[src/sv/iir_biquad_filter_core_defines.svh]
// Assertion macros for the biquad filter RTL.
`ifndef IIR_BIQUAD_FILTER_CORE_DEFINES_SVH
`define IIR_BIQUAD_FILTER_CORE_DEFINES_SVH

`ifndef SYNTH

// Same-cycle implication, checked on every rising edge outside reset.
`define BQF_ASSERT_IMP(label, clk, rst_n, ante, cons) \
    label: assert property (@(posedge clk) disable iff (!(rst_n)) (ante) |-> (cons)) \
        else $error("biquad filter assertion failed");

// Next-cycle implication, checked on every rising edge outside reset.
`define BQF_ASSERT_NXT(label, clk, rst_n, ante, cons) \
    label: assert property (@(posedge clk) disable iff (!(rst_n)) (ante) |=> (cons)) \
        else $error("biquad filter assertion failed");

`else

`define BQF_ASSERT_IMP(label, clk, rst_n, ante, cons)
`define BQF_ASSERT_NXT(label, clk, rst_n, ante, cons)

`endif

`endif

[src/sv/bqf_pkg.sv]
// Package with the widths, codes and types of the biquad filter.
`timescale 1ns / 1ps
`default_nettype none

package bqf_pkg;

    // Defaults for the top-level parameters.
    localparam int DEF_FILTER_ORDER = 2;
    localparam int DEF_SAMPLE_BITS  = 24;

    // Fixed number formats.
    localparam int COEF_BITS  = 32;
    localparam int DELAY_BITS = 32;
    localparam int FRAC_BITS  = 29;

    // Multiplier digit size and derived counts.
    localparam int DIGIT_BITS = 4;
    localparam int NUM_DIGITS = DELAY_BITS / DIGIT_BITS;
    localparam int CNT_W      = $clog2(NUM_DIGITS);
    localparam int ACC_W      = COEF_BITS + DIGIT_BITS + 2;

    // Rounded product and running sum widths.
    localparam int RND_W = COEF_BITS + DELAY_BITS - FRAC_BITS + 1;
    localparam int SUM_W = RND_W + 1;

    // Configuration register indexes.
    localparam int CFG_IDX_BITS = 3;
    localparam logic [CFG_IDX_BITS-1:0] CFG_A1 = 3'd0;
    localparam logic [CFG_IDX_BITS-1:0] CFG_A2 = 3'd1;
    localparam logic [CFG_IDX_BITS-1:0] CFG_B0 = 3'd2;
    localparam logic [CFG_IDX_BITS-1:0] CFG_B1 = 3'd3;
    localparam logic [CFG_IDX_BITS-1:0] CFG_B2 = 3'd4;

    // Which coefficient product is being formed.
    typedef enum logic [2:0] {
        PROD_A1,
        PROD_A2,
        PROD_B0,
        PROD_B1,
        PROD_B2
    } t_prod;

    // Status reported by the serial multiplier.
    typedef struct packed {
        logic busy;
        logic done;
    } t_mul_status;

endpackage

`default_nettype wire

[src/sv/bqf_if.sv]
// Handshake interfaces for the sample, result and configuration channels.
`timescale 1ns / 1ps
`default_nettype none

interface bqf_in_if #(
    parameter int SAMPLE_BITS = bqf_pkg::DEF_SAMPLE_BITS
);
    logic                   valid;
    logic                   ready;
    logic [SAMPLE_BITS-1:0] sample_in;

    modport source (output valid, output sample_in, input ready);
    modport sink   (input valid, input sample_in, output ready);
endinterface

interface bqf_out_if #(
    parameter int SAMPLE_BITS = bqf_pkg::DEF_SAMPLE_BITS
);
    logic                   valid;
    logic                   ready;
    logic [SAMPLE_BITS-1:0] sample_out;
    logic                   clipped;

    modport source (output valid, output sample_out, output clipped, input ready);
    modport sink   (input valid, input sample_out, input clipped, output ready);
endinterface

interface bqf_cfg_if;
    logic                              valid;
    logic                              ready;
    logic [bqf_pkg::CFG_IDX_BITS-1:0]  reg_index;
    logic [bqf_pkg::COEF_BITS-1:0]     wr_data;

    modport source (output valid, output reg_index, output wr_data, input ready);
    modport sink   (input valid, input reg_index, input wr_data, output ready);
endinterface

`default_nettype wire

[src/sv/iir_biquad_filter_core.sv]
// Top level of the fixed-point direct form II biquad filter.
`timescale 1ns / 1ps
`default_nettype none
`include "iir_biquad_filter_core_defines.svh"

// Second-order direct form II IIR filter for signed audio samples. For each
// sample x it forms w = x - R(a1*w1) - R(a2*w2), saturates w to 32 bits, then
// y = R(b0*w) + R(b1*w1) + R(b2*w2), saturated to SAMPLE_BITS, after which
// the delay line shifts (w2 takes w1, w1 takes w). Coefficients are signed
// 32-bit values with 29 fraction bits, a0 is fixed at one, and R rounds a
// product to the nearest integer with ties upward. The clipped flag is set
// when w or y saturated. All products go through one digit-serial multiplier
// that consumes four operand bits per cycle, and one sample is processed at
// a time. The result is held in an output register, so the next sample is
// accepted while the previous result waits to be taken. Coefficients are
// written through the configuration channel, which is always ready; writes
// to indexes above four are ignored and coefficients should only be changed
// while the filter idles.

module iir_biquad_filter_core #(
    parameter int FILTER_ORDER = bqf_pkg::DEF_FILTER_ORDER,
    parameter int SAMPLE_BITS  = bqf_pkg::DEF_SAMPLE_BITS
) (
    input  wire logic i_clk,
    input  wire logic i_rst_n,
    bqf_in_if.sink    i_in,
    bqf_out_if.source o_out,
    bqf_cfg_if.sink   i_cfg
);

    localparam int  SUM_W      = bqf_pkg::SUM_W;
    localparam int  RND_W      = bqf_pkg::RND_W;
    localparam int  DELAY_BITS = bqf_pkg::DELAY_BITS;
    localparam bit  HAS_SECOND = (FILTER_ORDER >= 2);

    // Sequencer states: wait for a sample, run a product, saturate the
    // intermediate value w, and hand the result to the output register.
    typedef enum logic [1:0] {
        S_IDLE,
        S_MUL,
        S_SATW,
        S_FIN
    } t_state;

    t_state                          r_state, n_state;
    bqf_pkg::t_prod                  r_idx, n_idx;
    logic                            r_start, n_start;
    logic signed [SUM_W-1:0]         r_sum, n_sum;
    logic signed [DELAY_BITS-1:0]    r_w, n_w;
    logic signed [DELAY_BITS-1:0]    r_w1, n_w1;
    logic signed [DELAY_BITS-1:0]    r_w2, n_w2;
    logic                            r_clip, n_clip;
    logic                            r_out_valid, n_out_valid;
    logic [SAMPLE_BITS-1:0]          r_out_sample, n_out_sample;
    logic                            r_out_clip, n_out_clip;

    logic signed [bqf_pkg::COEF_BITS-1:0] w_coef;
    logic signed [DELAY_BITS-1:0]         w_operand;
    bqf_pkg::t_mul_status                 w_status;
    logic signed [RND_W-1:0]              w_product;
    logic signed [SUM_W-1:0]              w_product_ext;
    logic                                 w_in_take;

    logic [SUM_W-DELAY_BITS:0]   w_w_top;
    logic                        w_w_ovf;
    logic signed [DELAY_BITS-1:0] w_w_sat;
    logic [SUM_W-SAMPLE_BITS:0]  w_y_top;
    logic                        w_y_ovf;
    logic [SAMPLE_BITS-1:0]      w_y_sat;

    bqf_coef_regs u_coef_regs (
        .i_clk   (i_clk),
        .i_rst_n (i_rst_n),
        .i_cfg   (i_cfg),
        .i_sel   (r_idx),
        .o_coef  (w_coef)
    );

    // The delayed operand follows the product being formed.
    always_comb begin
        case (r_idx)
            bqf_pkg::PROD_A1: w_operand = r_w1;
            bqf_pkg::PROD_B1: w_operand = r_w1;
            bqf_pkg::PROD_A2: w_operand = r_w2;
            bqf_pkg::PROD_B2: w_operand = r_w2;
            bqf_pkg::PROD_B0: w_operand = r_w;
            default:          w_operand = r_w;
        endcase
    end

    bqf_digit_mult u_digit_mult (
        .i_clk     (i_clk),
        .i_rst_n   (i_rst_n),
        .i_start   (r_start),
        .i_coef    (w_coef),
        .i_operand (w_operand),
        .o_status  (w_status),
        .o_product (w_product)
    );

    assign w_product_ext = {{(SUM_W-RND_W){w_product[RND_W-1]}}, w_product};

    assign i_in.ready = (r_state == S_IDLE);
    assign w_in_take  = i_in.valid && (r_state == S_IDLE);

    // Saturation of w to the delay word: in range when all bits from the
    // delay sign bit upward agree.
    assign w_w_top = r_sum[SUM_W-1:DELAY_BITS-1];
    assign w_w_ovf = !((&w_w_top) || !(|w_w_top));
    assign w_w_sat = w_w_ovf ? (r_sum[SUM_W-1] ? {1'b1, {(DELAY_BITS-1){1'b0}}}
                                               : {1'b0, {(DELAY_BITS-1){1'b1}}})
                             : r_sum[DELAY_BITS-1:0];

    // Saturation of y to the sample width.
    assign w_y_top = r_sum[SUM_W-1:SAMPLE_BITS-1];
    assign w_y_ovf = !((&w_y_top) || !(|w_y_top));
    assign w_y_sat = w_y_ovf ? (r_sum[SUM_W-1] ? {1'b1, {(SAMPLE_BITS-1){1'b0}}}
                                               : {1'b0, {(SAMPLE_BITS-1){1'b1}}})
                             : r_sum[SAMPLE_BITS-1:0];

    always_comb begin
        n_state      = r_state;
        n_idx        = r_idx;
        n_start      = 1'b0;
        n_sum        = r_sum;
        n_w          = r_w;
        n_w1         = r_w1;
        n_w2         = r_w2;
        n_clip       = r_clip;
        n_out_valid  = r_out_valid;
        n_out_sample = r_out_sample;
        n_out_clip   = r_out_clip;

        // A waiting result leaves when the sink takes it.
        if (r_out_valid && o_out.ready) begin
            n_out_valid = 1'b0;
        end

        case (r_state)
            S_IDLE: begin
                if (w_in_take) begin
                    n_sum   = {{(SUM_W-SAMPLE_BITS){i_in.sample_in[SAMPLE_BITS-1]}},
                               i_in.sample_in};
                    n_idx   = bqf_pkg::PROD_A1;
                    n_start = 1'b1;
                    n_clip  = 1'b0;
                    n_state = S_MUL;
                end
            end
            S_MUL: begin
                if (w_status.done) begin
                    // Feedback products subtract, feedforward products add.
                    if (r_idx == bqf_pkg::PROD_A1 || r_idx == bqf_pkg::PROD_A2) begin
                        n_sum = r_sum - w_product_ext;
                    end else begin
                        n_sum = r_sum + w_product_ext;
                    end
                    case (r_idx)
                        bqf_pkg::PROD_A1: begin
                            if (HAS_SECOND) begin
                                n_idx   = bqf_pkg::PROD_A2;
                                n_start = 1'b1;
                            end else begin
                                n_state = S_SATW;
                            end
                        end
                        bqf_pkg::PROD_A2: begin
                            n_state = S_SATW;
                        end
                        bqf_pkg::PROD_B0: begin
                            n_idx   = bqf_pkg::PROD_B1;
                            n_start = 1'b1;
                        end
                        bqf_pkg::PROD_B1: begin
                            if (HAS_SECOND) begin
                                n_idx   = bqf_pkg::PROD_B2;
                                n_start = 1'b1;
                            end else begin
                                n_state = S_FIN;
                            end
                        end
                        default: begin
                            n_state = S_FIN;
                        end
                    endcase
                end
            end
            S_SATW: begin
                // The saturated w feeds the first feedforward product.
                n_w     = w_w_sat;
                n_clip  = w_w_ovf;
                n_sum   = '0;
                n_idx   = bqf_pkg::PROD_B0;
                n_start = 1'b1;
                n_state = S_MUL;
            end
            S_FIN: begin
                if (!r_out_valid || o_out.ready) begin
                    n_out_valid  = 1'b1;
                    n_out_sample = w_y_sat;
                    n_out_clip   = r_clip | w_y_ovf;
                    n_w2         = HAS_SECOND ? r_w1 : '0;
                    n_w1         = r_w;
                    n_state      = S_IDLE;
                end
            end
            default: begin
                n_state = S_IDLE;
            end
        endcase
    end

    always_ff @(posedge i_clk) begin
        if (!i_rst_n) begin
            r_state     <= S_IDLE;
            r_idx       <= bqf_pkg::PROD_A1;
            r_start     <= 1'b0;
            r_w1        <= '0;
            r_w2        <= '0;
            r_out_valid <= 1'b0;
        end else begin
            r_state     <= n_state;
            r_idx       <= n_idx;
            r_start     <= n_start;
            r_w1        <= n_w1;
            r_w2        <= n_w2;
            r_out_valid <= n_out_valid;
        end
        r_sum        <= n_sum;
        r_w          <= n_w;
        r_clip       <= n_clip;
        r_out_sample <= n_out_sample;
        r_out_clip   <= n_out_clip;
    end

    assign o_out.valid      = r_out_valid;
    assign o_out.sample_out = r_out_sample;
    assign o_out.clipped    = r_out_clip;

    // A sample is only taken while the multiplier is quiet.
    `BQF_ASSERT_IMP(a_take_when_quiet, i_clk, i_rst_n, i_in.valid && i_in.ready, !w_status.busy && !r_start)
    // Product completions only arrive while the sequencer waits for one.
    `BQF_ASSERT_IMP(a_done_in_mul, i_clk, i_rst_n, w_status.done, r_state == S_MUL)
    // Every accepted sample issues the first feedback product.
    `BQF_ASSERT_NXT(a_take_starts, i_clk, i_rst_n, i_in.valid && i_in.ready, r_start && r_idx == bqf_pkg::PROD_A1)
    // A first-order build keeps the second delay word at zero.
    `BQF_ASSERT_IMP(a_order_one_w2, i_clk, i_rst_n, !HAS_SECOND, r_w2 == '0)

endmodule

`default_nettype wire

[src/sv/bqf_coef_regs.sv]
// Coefficient register file with its write port and product selection.
`timescale 1ns / 1ps
`default_nettype none

module bqf_coef_regs (
    input  wire logic                                 i_clk,
    input  wire logic                                 i_rst_n,
    bqf_cfg_if.sink                                   i_cfg,
    input  wire bqf_pkg::t_prod                       i_sel,
    output logic signed [bqf_pkg::COEF_BITS-1:0]      o_coef
);

    logic signed [bqf_pkg::COEF_BITS-1:0] r_a1, r_a2, r_b0, r_b1, r_b2;

    // Writes are always taken; unknown indexes are dropped.
    assign i_cfg.ready = 1'b1;

    always_ff @(posedge i_clk) begin
        if (!i_rst_n) begin
            r_a1 <= '0;
            r_a2 <= '0;
            r_b0 <= '0;
            r_b1 <= '0;
            r_b2 <= '0;
        end else if (i_cfg.valid) begin
            case (i_cfg.reg_index)
                bqf_pkg::CFG_A1: r_a1 <= $signed(i_cfg.wr_data);
                bqf_pkg::CFG_A2: r_a2 <= $signed(i_cfg.wr_data);
                bqf_pkg::CFG_B0: r_b0 <= $signed(i_cfg.wr_data);
                bqf_pkg::CFG_B1: r_b1 <= $signed(i_cfg.wr_data);
                bqf_pkg::CFG_B2: r_b2 <= $signed(i_cfg.wr_data);
                default: ;
            endcase
        end
    end

    always_comb begin
        case (i_sel)
            bqf_pkg::PROD_A1: o_coef = r_a1;
            bqf_pkg::PROD_A2: o_coef = r_a2;
            bqf_pkg::PROD_B0: o_coef = r_b0;
            bqf_pkg::PROD_B1: o_coef = r_b1;
            bqf_pkg::PROD_B2: o_coef = r_b2;
            default:          o_coef = '0;
        endcase
    end

endmodule

`default_nettype wire

[src/sv/bqf_digit_mult.sv]
// Digit-serial signed multiplier with round-to-nearest on the fraction bits.
`timescale 1ns / 1ps
`default_nettype none

module bqf_digit_mult (
    input  wire logic                                  i_clk,
    input  wire logic                                  i_rst_n,
    input  wire logic                                  i_start,
    input  wire logic signed [bqf_pkg::COEF_BITS-1:0]  i_coef,
    input  wire logic signed [bqf_pkg::DELAY_BITS-1:0] i_operand,
    output bqf_pkg::t_mul_status                       o_status,
    output logic signed [bqf_pkg::RND_W-1:0]           o_product
);

    localparam int HI_W = bqf_pkg::RND_W - (bqf_pkg::DELAY_BITS - bqf_pkg::FRAC_BITS);
    localparam int DW   = bqf_pkg::DIGIT_BITS;

    logic                                  r_busy, n_busy;
    logic                                  r_fin, n_fin;
    logic                                  r_done, n_done;
    logic [bqf_pkg::CNT_W-1:0]             r_cnt, n_cnt;
    logic signed [bqf_pkg::COEF_BITS-1:0]  r_coef, n_coef;
    logic [bqf_pkg::DELAY_BITS-1:0]        r_mplr, n_mplr;
    logic signed [bqf_pkg::ACC_W-1:0]      r_acc, n_acc;
    logic [bqf_pkg::DELAY_BITS-1:0]        r_low, n_low;
    logic signed [bqf_pkg::RND_W-1:0]      r_prod, n_prod;

    logic                                  w_last;
    logic signed [DW:0]                    w_digit;
    logic signed [bqf_pkg::ACC_W-1:0]      w_partial;
    logic signed [bqf_pkg::ACC_W-1:0]      w_sum;

    // The top digit of the operand carries negative weight.
    assign w_last    = (r_cnt == bqf_pkg::CNT_W'(bqf_pkg::NUM_DIGITS - 1));
    assign w_digit   = $signed({w_last & r_mplr[DW-1], r_mplr[DW-1:0]});
    assign w_partial = r_coef * w_digit;
    assign w_sum     = r_acc + w_partial;

    always_comb begin
        n_busy = r_busy;
        n_fin  = 1'b0;
        n_done = 1'b0;
        n_cnt  = r_cnt;
        n_coef = r_coef;
        n_mplr = r_mplr;
        n_acc  = r_acc;
        n_low  = r_low;
        n_prod = r_prod;
        if (i_start) begin
            n_busy = 1'b1;
            n_cnt  = '0;
            n_coef = i_coef;
            n_mplr = i_operand;
            n_acc  = '0;
            n_low  = '0;
        end else if (r_busy) begin
            n_acc  = w_sum >>> DW;
            n_low  = {w_sum[DW-1:0], r_low[bqf_pkg::DELAY_BITS-1:DW]};
            n_mplr = r_mplr >> DW;
            n_cnt  = r_cnt + 1'b1;
            if (w_last) begin
                n_busy = 1'b0;
                n_fin  = 1'b1;
            end
        end else if (r_fin) begin
            // floor((p + half) / 2^FRAC) is floor(p / 2^FRAC) plus the half bit.
            n_prod = $signed({r_acc[HI_W-1:0],
                              r_low[bqf_pkg::DELAY_BITS-1:bqf_pkg::FRAC_BITS]})
                     + $signed({{(bqf_pkg::RND_W-1){1'b0}}, r_low[bqf_pkg::FRAC_BITS-1]});
            n_done = 1'b1;
        end
    end

    always_ff @(posedge i_clk) begin
        if (!i_rst_n) begin
            r_busy <= 1'b0;
            r_fin  <= 1'b0;
            r_done <= 1'b0;
            r_cnt  <= '0;
        end else begin
            r_busy <= n_busy;
            r_fin  <= n_fin;
            r_done <= n_done;
            r_cnt  <= n_cnt;
        end
        r_coef <= n_coef;
        r_mplr <= n_mplr;
        r_acc  <= n_acc;
        r_low  <= n_low;
        r_prod <= n_prod;
    end

    assign o_status.busy = r_busy | r_fin;
    assign o_status.done = r_done;
    assign o_product     = r_prod;

endmodule

`default_nettype wire

[src/flat_wrapper.sv]
// flat-port wrapper written by rule: the top's interface ports become plain ports
module iir_biquad_filter_core_flat 
#(
    parameter int FILTER_ORDER = bqf_pkg::DEF_FILTER_ORDER,
    parameter int SAMPLE_BITS  = bqf_pkg::DEF_SAMPLE_BITS
)
  (i_clk, i_rst_n, i_in_valid, i_in_sample_in, i_in_ready, o_out_valid, o_out_sample_out, o_out_clipped, o_out_ready, i_cfg_valid, i_cfg_reg_index, i_cfg_wr_data, i_cfg_ready);
  bqf_in_if #(.SAMPLE_BITS(SAMPLE_BITS)) i_in_i ();
  bqf_out_if #(.SAMPLE_BITS(SAMPLE_BITS)) o_out_i ();
  bqf_cfg_if i_cfg_i ();
  input  wire logic i_clk;
  input  wire logic i_rst_n;
  input wire logic [$bits(i_in_i.valid)-1:0] i_in_valid;
  input wire logic [$bits(i_in_i.sample_in)-1:0] i_in_sample_in;
  output wire logic [$bits(i_in_i.ready)-1:0] i_in_ready;
  output wire logic [$bits(o_out_i.valid)-1:0] o_out_valid;
  output wire logic [$bits(o_out_i.sample_out)-1:0] o_out_sample_out;
  output wire logic [$bits(o_out_i.clipped)-1:0] o_out_clipped;
  input wire logic [$bits(o_out_i.ready)-1:0] o_out_ready;
  input wire logic [$bits(i_cfg_i.valid)-1:0] i_cfg_valid;
  input wire logic [$bits(i_cfg_i.reg_index)-1:0] i_cfg_reg_index;
  input wire logic [$bits(i_cfg_i.wr_data)-1:0] i_cfg_wr_data;
  output wire logic [$bits(i_cfg_i.ready)-1:0] i_cfg_ready;
  assign i_in_i.valid = i_in_valid;
  assign i_in_i.sample_in = i_in_sample_in;
  assign i_in_ready = i_in_i.ready;
  assign o_out_valid = o_out_i.valid;
  assign o_out_sample_out = o_out_i.sample_out;
  assign o_out_clipped = o_out_i.clipped;
  assign o_out_i.ready = o_out_ready;
  assign i_cfg_i.valid = i_cfg_valid;
  assign i_cfg_i.reg_index = i_cfg_reg_index;
  assign i_cfg_i.wr_data = i_cfg_wr_data;
  assign i_cfg_ready = i_cfg_i.ready;
  iir_biquad_filter_core #(.FILTER_ORDER(FILTER_ORDER), .SAMPLE_BITS(SAMPLE_BITS)) u_core (.i_clk(i_clk), .i_rst_n(i_rst_n), .i_in(i_in_i), .o_out(o_out_i), .i_cfg(i_cfg_i));
endmodule
[config.mk]
export PLATFORM = sky130hd
export DESIGN_NAME = iir_biquad_filter_core_flat
export DESIGN_NICKNAME = d
export VERILOG_FILES = /design/src/sv/bqf_pkg.sv /design/src/sv/bqf_if.sv /design/src/sv/iir_biquad_filter_core.sv /design/src/sv/bqf_coef_regs.sv /design/src/sv/bqf_digit_mult.sv /design/src/flat_wrapper.sv
export VERILOG_INCLUDE_DIRS = /design/src /design/src/sv
export SDC_FILE = /design/constraint.sdc
export NUM_CORES = 1
export LEC_CHECK = 0
export BUFFER_PORTS_ARGS = -buffer_cell sky130_fd_sc_hd__buf_2
export CORE_ASPECT_RATIO = 1.25
export CORE_MARGIN = 3
export CORE_UTILIZATION = 57
export DETAILED_ROUTE_END_ITERATION = 10
export PLACE_DENSITY = 0.77
export SYNTH_ARGS = -nofsm -noshare
export SYNTH_HDL_FRONTEND = slang
export SYNTH_SLANG_ARGS = --single-unit
[constraint.sdc]
create_clock -name i_clk -period 5.1 [get_ports i_clk]
set_clock_uncertainty 0.05 [all_clocks]
set_input_delay 0.51 -clock i_clk [delete_from_list [all_inputs] [get_ports i_clk]]
set_output_delay 0.51 -clock i_clk [all_outputs]
set_load 0.01 [all_outputs]
==> flow_metrics.tcl, run 1 <==
set metrics [dict create \
    slew_viol_final 0 \
    pre_cts_slack_ns -0.194 \
    final_cell_mix "nand2_1, dfxtp_1, a21oi_1, inv_1, edfxtp_1" \
    dp.cells 3831 \
    min_period_ns 5.03 \
    cts-root-buf "clkbuf_16" \
    grt_usage_pct 28.0 \
    wire_per_inst_um 19.2 \
    drive_gt1_share_pct 12.1 \
    placementRows 90 \
    final_common_cell "nand2_1" \
    io_buffers 90 \
    post_dp_cell_area_mm2 0.0299 \
    synth-edff-count 195 \
    maxSlewHeadroom_pct 23.7 \
    rrSetupSlack_ns 0.07 \
    cts_buffer_depth 3 \
    insertion_delay_ns 0.61 \
    syn_area_mm2 0.0283 \
    synth.distinct_cells 78 \
    path_buf_inv 1 \
    rsz0062_at_grt "yes" \
    cts_tree "yes" \
    synthArstFlopShare_pct 0 \
    drc 0 \
    cts.sink_count 470 \
    routed_via_density 5.89 \
    total_leakage_power_nw 12.6 \
    core_mm2 0.0486 \
    clkTransAtPathRegs_ns 0.07 \
    fin_crit_sh_pct 98.5 \
    ys_seq_elements 470 \
    die_area_mm2 0.0524 \
    die_w_um 205 \
    critical_path_class "register to register" \
    hold_viol 0 \
    stdcell_count 3934 \
    postSynthNetCount 3477 \
    gp_congestion 0.946 \
    avgSynthCellArea_um2 8.96 \
    dp_hpwl_um 52600 \
    grt_pass1_wl_um 118000 \
    pwr_density_cell_mw_per_mm2 539 \
    yosysSeqAreaShare_pct 40.1 \
    multiInputGateArea_mm2 0.0159 \
    fin_ws_ns 0.0742 \
    synthToLayoutAreaGrowth_pct 13.7 \
    crit_path_max_incr_delay_ns 0.58 \
    io_pins 92 \
    drtPass1Iterations 8 \
    postLayoutCellArea_mm2 0.0322 \
    worstPathRequired_ns 5.52 \
    wl_um 75400 \
    max_freq_mhz 199 \
    cp_top_family "adder cells" \
    vias 23200 \
    start_util_pct 58.2 \
    hold_path.class "input pin to register" \
    fin_util_pct 66.2 \
    seqCellArea_mm2 0.0114 \
    cts_buffers 49 \
    path_max_fanout 4 \
    final_antenna_net_count 0 \
    grt_max_degree 102 \
    synthFlopType "dfxtp_1" \
    cp_slowest_cell "fa_2" \
    yosysWarnings 0 \
    fillers 3844 \
    antenna_found_initial 3 \
    drv_cap 0 \
    drtIter0Drc 1734 \
    end_kind "register" \
    outcome "complete, no violations" \
    synthCells 3159 \
    htreeDepth 2 \
    die_h_um 255 \
    path_cells "ha_4 -> ha_4 -> nand2_8 -> or2_4 -> fa_1 -> fa_1 -> fa_1 -> fa_2 -> inv_2 -> ha_4 -> a211oi_2 -> o21bai_2 -> o21a_1 -> or2_1 -> a311o_1 -> a31oi_2 -> xnor2_1 -> o22ai_2" \
    irDropWorstVdd_mv 0.331 \
    fin_tns_setup_ns 0 \
    final_nets 3567 \
    grt_pass1_vias 23300 \
    grt-ovfl-total 0 \
    tightest_slew_ns 1.14 \
    critPathLaunchType "register" \
    finalSetupViolations 0 \
    arrival_ns 5.45 \
]
[repair_timing]
action,CTS,global route
buffers inserted,1,8
pin swaps,17,49
cloned,0,2
hold buffers,0,0
gates resized for setup,18,52
endpoints found under the setup margin,16,22
[worst paths after layout]
kind	startpoint	endpoint	cells after the start
worst min register to register	u_core.u_coef_regs.r_a2[13]	u_core.u_coef_regs.r_a2[13]	2
worst max register to register	u_core.u_digit_mult.r_cnt[1]	u_core.u_digit_mult.r_acc[32]	18
worst min-delay path	i_cfg_wr_data[13]	u_core.u_coef_regs.r_b2[13]	3
worst max-delay path	u_core.u_digit_mult.r_cnt[1]	u_core.u_digit_mult.r_acc[32]	18
[stage by stage]
stage | hold WS (ns) | power, mW
final | 0.131 | 17.3
after global routing | 0.118 | 18.5
after CTS | 0.104 | 16.6
after detailed placement | 0.396 | 12.8
after global placement | 0.389 | 12.6
after floorplan | 0.383 | 9.98
[power breakdown]
group,leakage (nW),switching [mW],internal [mW],total (mW)
clock,0.826,1.55,2.14,3.68
sequential,4.07,0.509,4.39,4.90
combinational,7.66,4.74,4.03,8.77
[cell usage after synthesis (7+ instances only)]
master    number  area share [%]
a221o_1       31             1.1
edfxtp_1     195              21
and3_1        19            0.42
a22oi_1       30            0.80
a21boi_0      44             1.2
o21a_1        11            0.29
and2_1       128             2.8
nor2_1       175             2.3
nand4_1       19            0.42
or2_2          7            0.15
o211ai_1      11            0.29
fa_1         134             9.5
xor2_1        62             1.9
clkbuf_1     162             2.1
ha_1         120             5.3
nand3_1       37            0.65
xnor2_1       75             2.3
nand2b_1      15            0.33
a31oi_1       39            0.86
a211oi_1      12            0.32
a21oi_1      264             4.7
o22ai_1       23            0.51
o31ai_1       15            0.40
o21ai_0      108             1.9
dfxtp_1      275              19
nand2_1      626             8.3
o21bai_1       9            0.24
mux2i_1       57             2.0
inv_1        251             3.3
a21o_1        72             1.9
nor2b_1       11            0.24
nor3_1        25            0.44
[cells by family (layout without fill, tap and decap cells)]
group	after synthesis	count (layout)	synth area share [%]
AOI/OAI and AO/OA	720	720	16.1
xor gates and xnor gates	137	137	4.24
adders and majority gates	254	254	14.8
buffers and inverters	428	558	5.71
DFF	470	470	40.1
muxes	58	58	2.10
other	1	2	0.0132
and+or+nand+nor	1091	1091	16.9
[worst reg2reg max path, cell delays in order (launching register included)]
cell and delay [ns]:
dfxtp_2 0.35, ha_4 0.14, ha_4 0.16, nand2_8 0.08
or2_4 0.28, fa_1 0.53, fa_1 0.45, fa_1 0.48
fa_2 0.58, inv_2 0.05, ha_4 0.21, a211oi_2 0.19
o21bai_2 0.11, o21a_1 0.23, or2_1 0.24, a311o_1 0.35
a31oi_2 0.19, xnor2_1 0.15, o22ai_2 0.08
[area by class of cell]
| cell class | instances | share of cell area, % |
|---|---|---|
| multi-input cells | 2261 | 49.3 |
| flip-flops and latches | 470 | 35.3 |
| well taps | 644 | 2.50 |
| clock buffers | 69 | 4.45 |
| diodes | 1 | 0.00778 |
| repair buffers | 214 | 4.67 |
| inverters | 253 | 2.96 |
| clock inverters | 22 | 0.785 |
[routing by layer]
metal	up-vias	GRT usage (%)	wire (um)
li1	10900	-	-
met1	11300	31.8	28200
met2	804	51.5	39100
met3	234	3.99	4220
met4	2	13.7	3920
met5	-	0	13
[state kept, by name, summed over array words and instances (netlist names), 32 cells and up]
signal and cells:
u_core.u_coef_regs.r_a1 32, u_core.u_coef_regs.r_b2 32, u_core.u_coef_regs.r_b1 32, u_core.u_digit_mult.r_acc 34, u_core.u_coef_regs.r_a2 32, u_core.u_digit_mult.r_mplr 32, u_core.r_w1 32, u_core.u_coef_regs.r_b0 32
u_core.u_digit_mult.o_product 36, u_core.r_w2 32, u_core.r_sum 37, u_core.u_digit_mult.r_coef 32, u_core.r_w 32
Power figures use the tool's default switching activity.
==> inputs of run 2 (changes only) <==
--- a/config.mk
+++ b/config.mk
@@ -6,12 +6,13 @@
 export SDC_FILE = /design/constraint.sdc
 export NUM_CORES = 1
 export LEC_CHECK = 0
-export BUFFER_PORTS_ARGS = -buffer_cell sky130_fd_sc_hd__buf_2
+export BUFFER_PORTS_ARGS = -buffer_cell sky130_fd_sc_hd__buf_4
 export CORE_ASPECT_RATIO = 1.25
 export CORE_MARGIN = 3
 export CORE_UTILIZATION = 57
 export DETAILED_ROUTE_END_ITERATION = 10
 export PLACE_DENSITY = 0.77
+export SETUP_SLACK_MARGIN = 0.05
 export SYNTH_ARGS = -nofsm -noshare
 export SYNTH_HDL_FRONTEND = slang
 export SYNTH_SLANG_ARGS = --single-unit
==> flow_metrics.tcl, run 2 (synthesized netlist as in run 1, its figures left out) <==
set metrics [dict create \
    regMostFlops "u_core.r_sum" \
    max_freq_mhz 196 \
    postCtsHoldBufs 0 \
    drtIter0Drc 1573 \
    wire_per_inst_um 19.4 \
    grt_pass1_wl_um 120000 \
    final_nets 3571 \
    die_h_um 255 \
    grt_usage_pct 28.6 \
    cts.sink_count 470 \
    synthToLayoutAreaGrowth_pct 15.2 \
    rsz0062_at_grt "yes" \
    critical_path_class "register to register" \
    slew_viol_final 0 \
    path_cells "ha_4 -> ha_4 -> nand2_8 -> or2_4 -> fa_1 -> fa_1 -> fa_1 -> fa_1 -> buf_6 -> fa_2 -> nor2b_4 -> o2111ai_2 -> nand4b_1 -> buf_4 -> a311oi_2 -> o31ai_2 -> a41oi_2 -> xor2_1 -> o21ai_1" \
    crit_path_max_incr_delay_ns 0.56 \
    drtPass1Iterations 5 \
    total_leakage_power_nw 12.7 \
    fin_ws_ns 0.00703 \
    vias 23000 \
    io_pins 92 \
    hold_path.class "input pin to register" \
    final_antenna_net_count 0 \
    cp_slowest_cell "fa_1" \
    core_mm2 0.0486 \
    final_cell_mix "nand2_1, dfxtp_1, a21oi_1, inv_1, buf_4" \
    htreeDepth 2 \
    holdWs_ns 0.119 \
    cts-root-buf "clkbuf_16" \
    insertion_delay_ns 0.62 \
    critPathLaunchType "register" \
    min_period_ns 5.09 \
    final_common_cell "nand2_1" \
    cts_tree "yes" \
    irDropWorstVdd_mv 0.395 \
    worstPathRequired_ns 5.53 \
    dp.cells 3824 \
    hold_viol 0 \
    start_util_pct 58.2 \
    path_max_fanout 4 \
    die_w_um 205 \
    dp_hpwl_um 52800 \
    stdcell_count 3936 \
    drv_cap 0 \
    io_buffers 90 \
    pwr_density_cell_mw_per_mm2 545 \
    arrival_ns 5.53 \
    crit_path_frequent_cell "fa_1" \
    tightest_slew_ns 1.16 \
    cts_buffer_depth 3 \
    grt_max_degree 116 \
    end_kind "register" \
    clkTransAtPathRegs_ns 0.07 \
    largest_reg_flops 37 \
    fin_crit_sh_pct 99.9 \
    grt_pass1_vias 23400 \
    drive_gt1_share_pct 12.8 \
    fin_tns_setup_ns 0 \
    placementRows 90 \
    gp_congestion 0.946 \
    outcome "complete, no violations" \
    maxSlewHeadroom_pct 22.7 \
    grt-ovfl-total 0 \
    die_area_mm2 0.0524 \
    finalSetupViolations 0 \
    drc 0 \
    antenna_found_initial 0 \
    pre_cts_slack_ns -0.238 \
    p_total_mw 17.8 \
    routed_via_density 5.85 \
    wl_um 76400 \
    diodes 0 \
    cts_buffers 48 \
]
[run 2: area by class of cell]
| class | count | area [um2] |
|---|---|---|
| clock buffers | 63 | 1370 |
| fillers | 3775 | 16000 |
| flip-flops and latches | 470 | 11400 |
| clock inverters | 26 | 295 |
| inverters | 253 | 952 |
| well taps | 644 | 806 |
| multi-input cells | 2261 | 16000 |
| repair buffers | 219 | 1780 |
[run 2: worst max-delay path, delay by kind of cell (launching register included)]
family,cells,cell delay [ns]
compound gates,5,0.78
xor+xnor,1,0.16
fa+ha+maj,7,2.66
buf+inv,2,0.28
flops,1,0.37
simple gates,4,0.64
[run 2: per-stage QoR]
step / util [%] / cell area, um2
4_1_cts: 66.1 / 32200
3_5_place_dp: 61.9 / 30100
6_report: 67.1 / 32600
3_3_place_gp: 61.9 / 30100
2_1_floorplan: - / 28400
5_1_grt: 67.1 / 32600
[run 2: path summary, 6_finish.rpt]
check | start | endpoint | slack, ns | cells after the start
hold / removal | i_cfg_wr_data[15] | u_core.u_coef_regs.r_b1[15] | 0.12 | 3
hold reg to reg | u_core.u_coef_regs.r_b0[14] | u_core.u_coef_regs.r_b0[14] | 0.40 | 2
setup reg to reg | u_core.u_digit_mult.r_cnt[0] | u_core.u_digit_mult.r_acc[31] | 0.007 | 19
setup / recovery | u_core.u_digit_mult.r_cnt[0] | u_core.u_digit_mult.r_acc[31] | 0.007 | 19
[run 2: metal layers]
metal | vias up | global-route usage, % | part of all wire [%]
met2 | 751 | 52.0 | 51
met4 | 0 | 15.7 | 5.9
met3 | 256 | 3.64 | 4.7
met5 | - | 0 | 0
met1 | 11200 | 32.6 | 38
li1 | 10900 | - | -
[run 2: power by group]
group / switching [mW] / internal, mW / leakage [nW] / total [mW]
Sequential: 0.511 / 4.39 / 4.07 / 4.90
Clock: 1.55 / 2.16 / 0.834 / 3.72
Combinational: 4.96 / 4.19 / 7.77 / 9.15
[run 2: repair_timing]
item,4_1_cts,5_1_grt
pin swaps,24,48
resized for setup,42,65
setup endpoints to repair,22,25
cloned,2,0
endpoints found under the hold margin,0,0
setup buffers,12,10
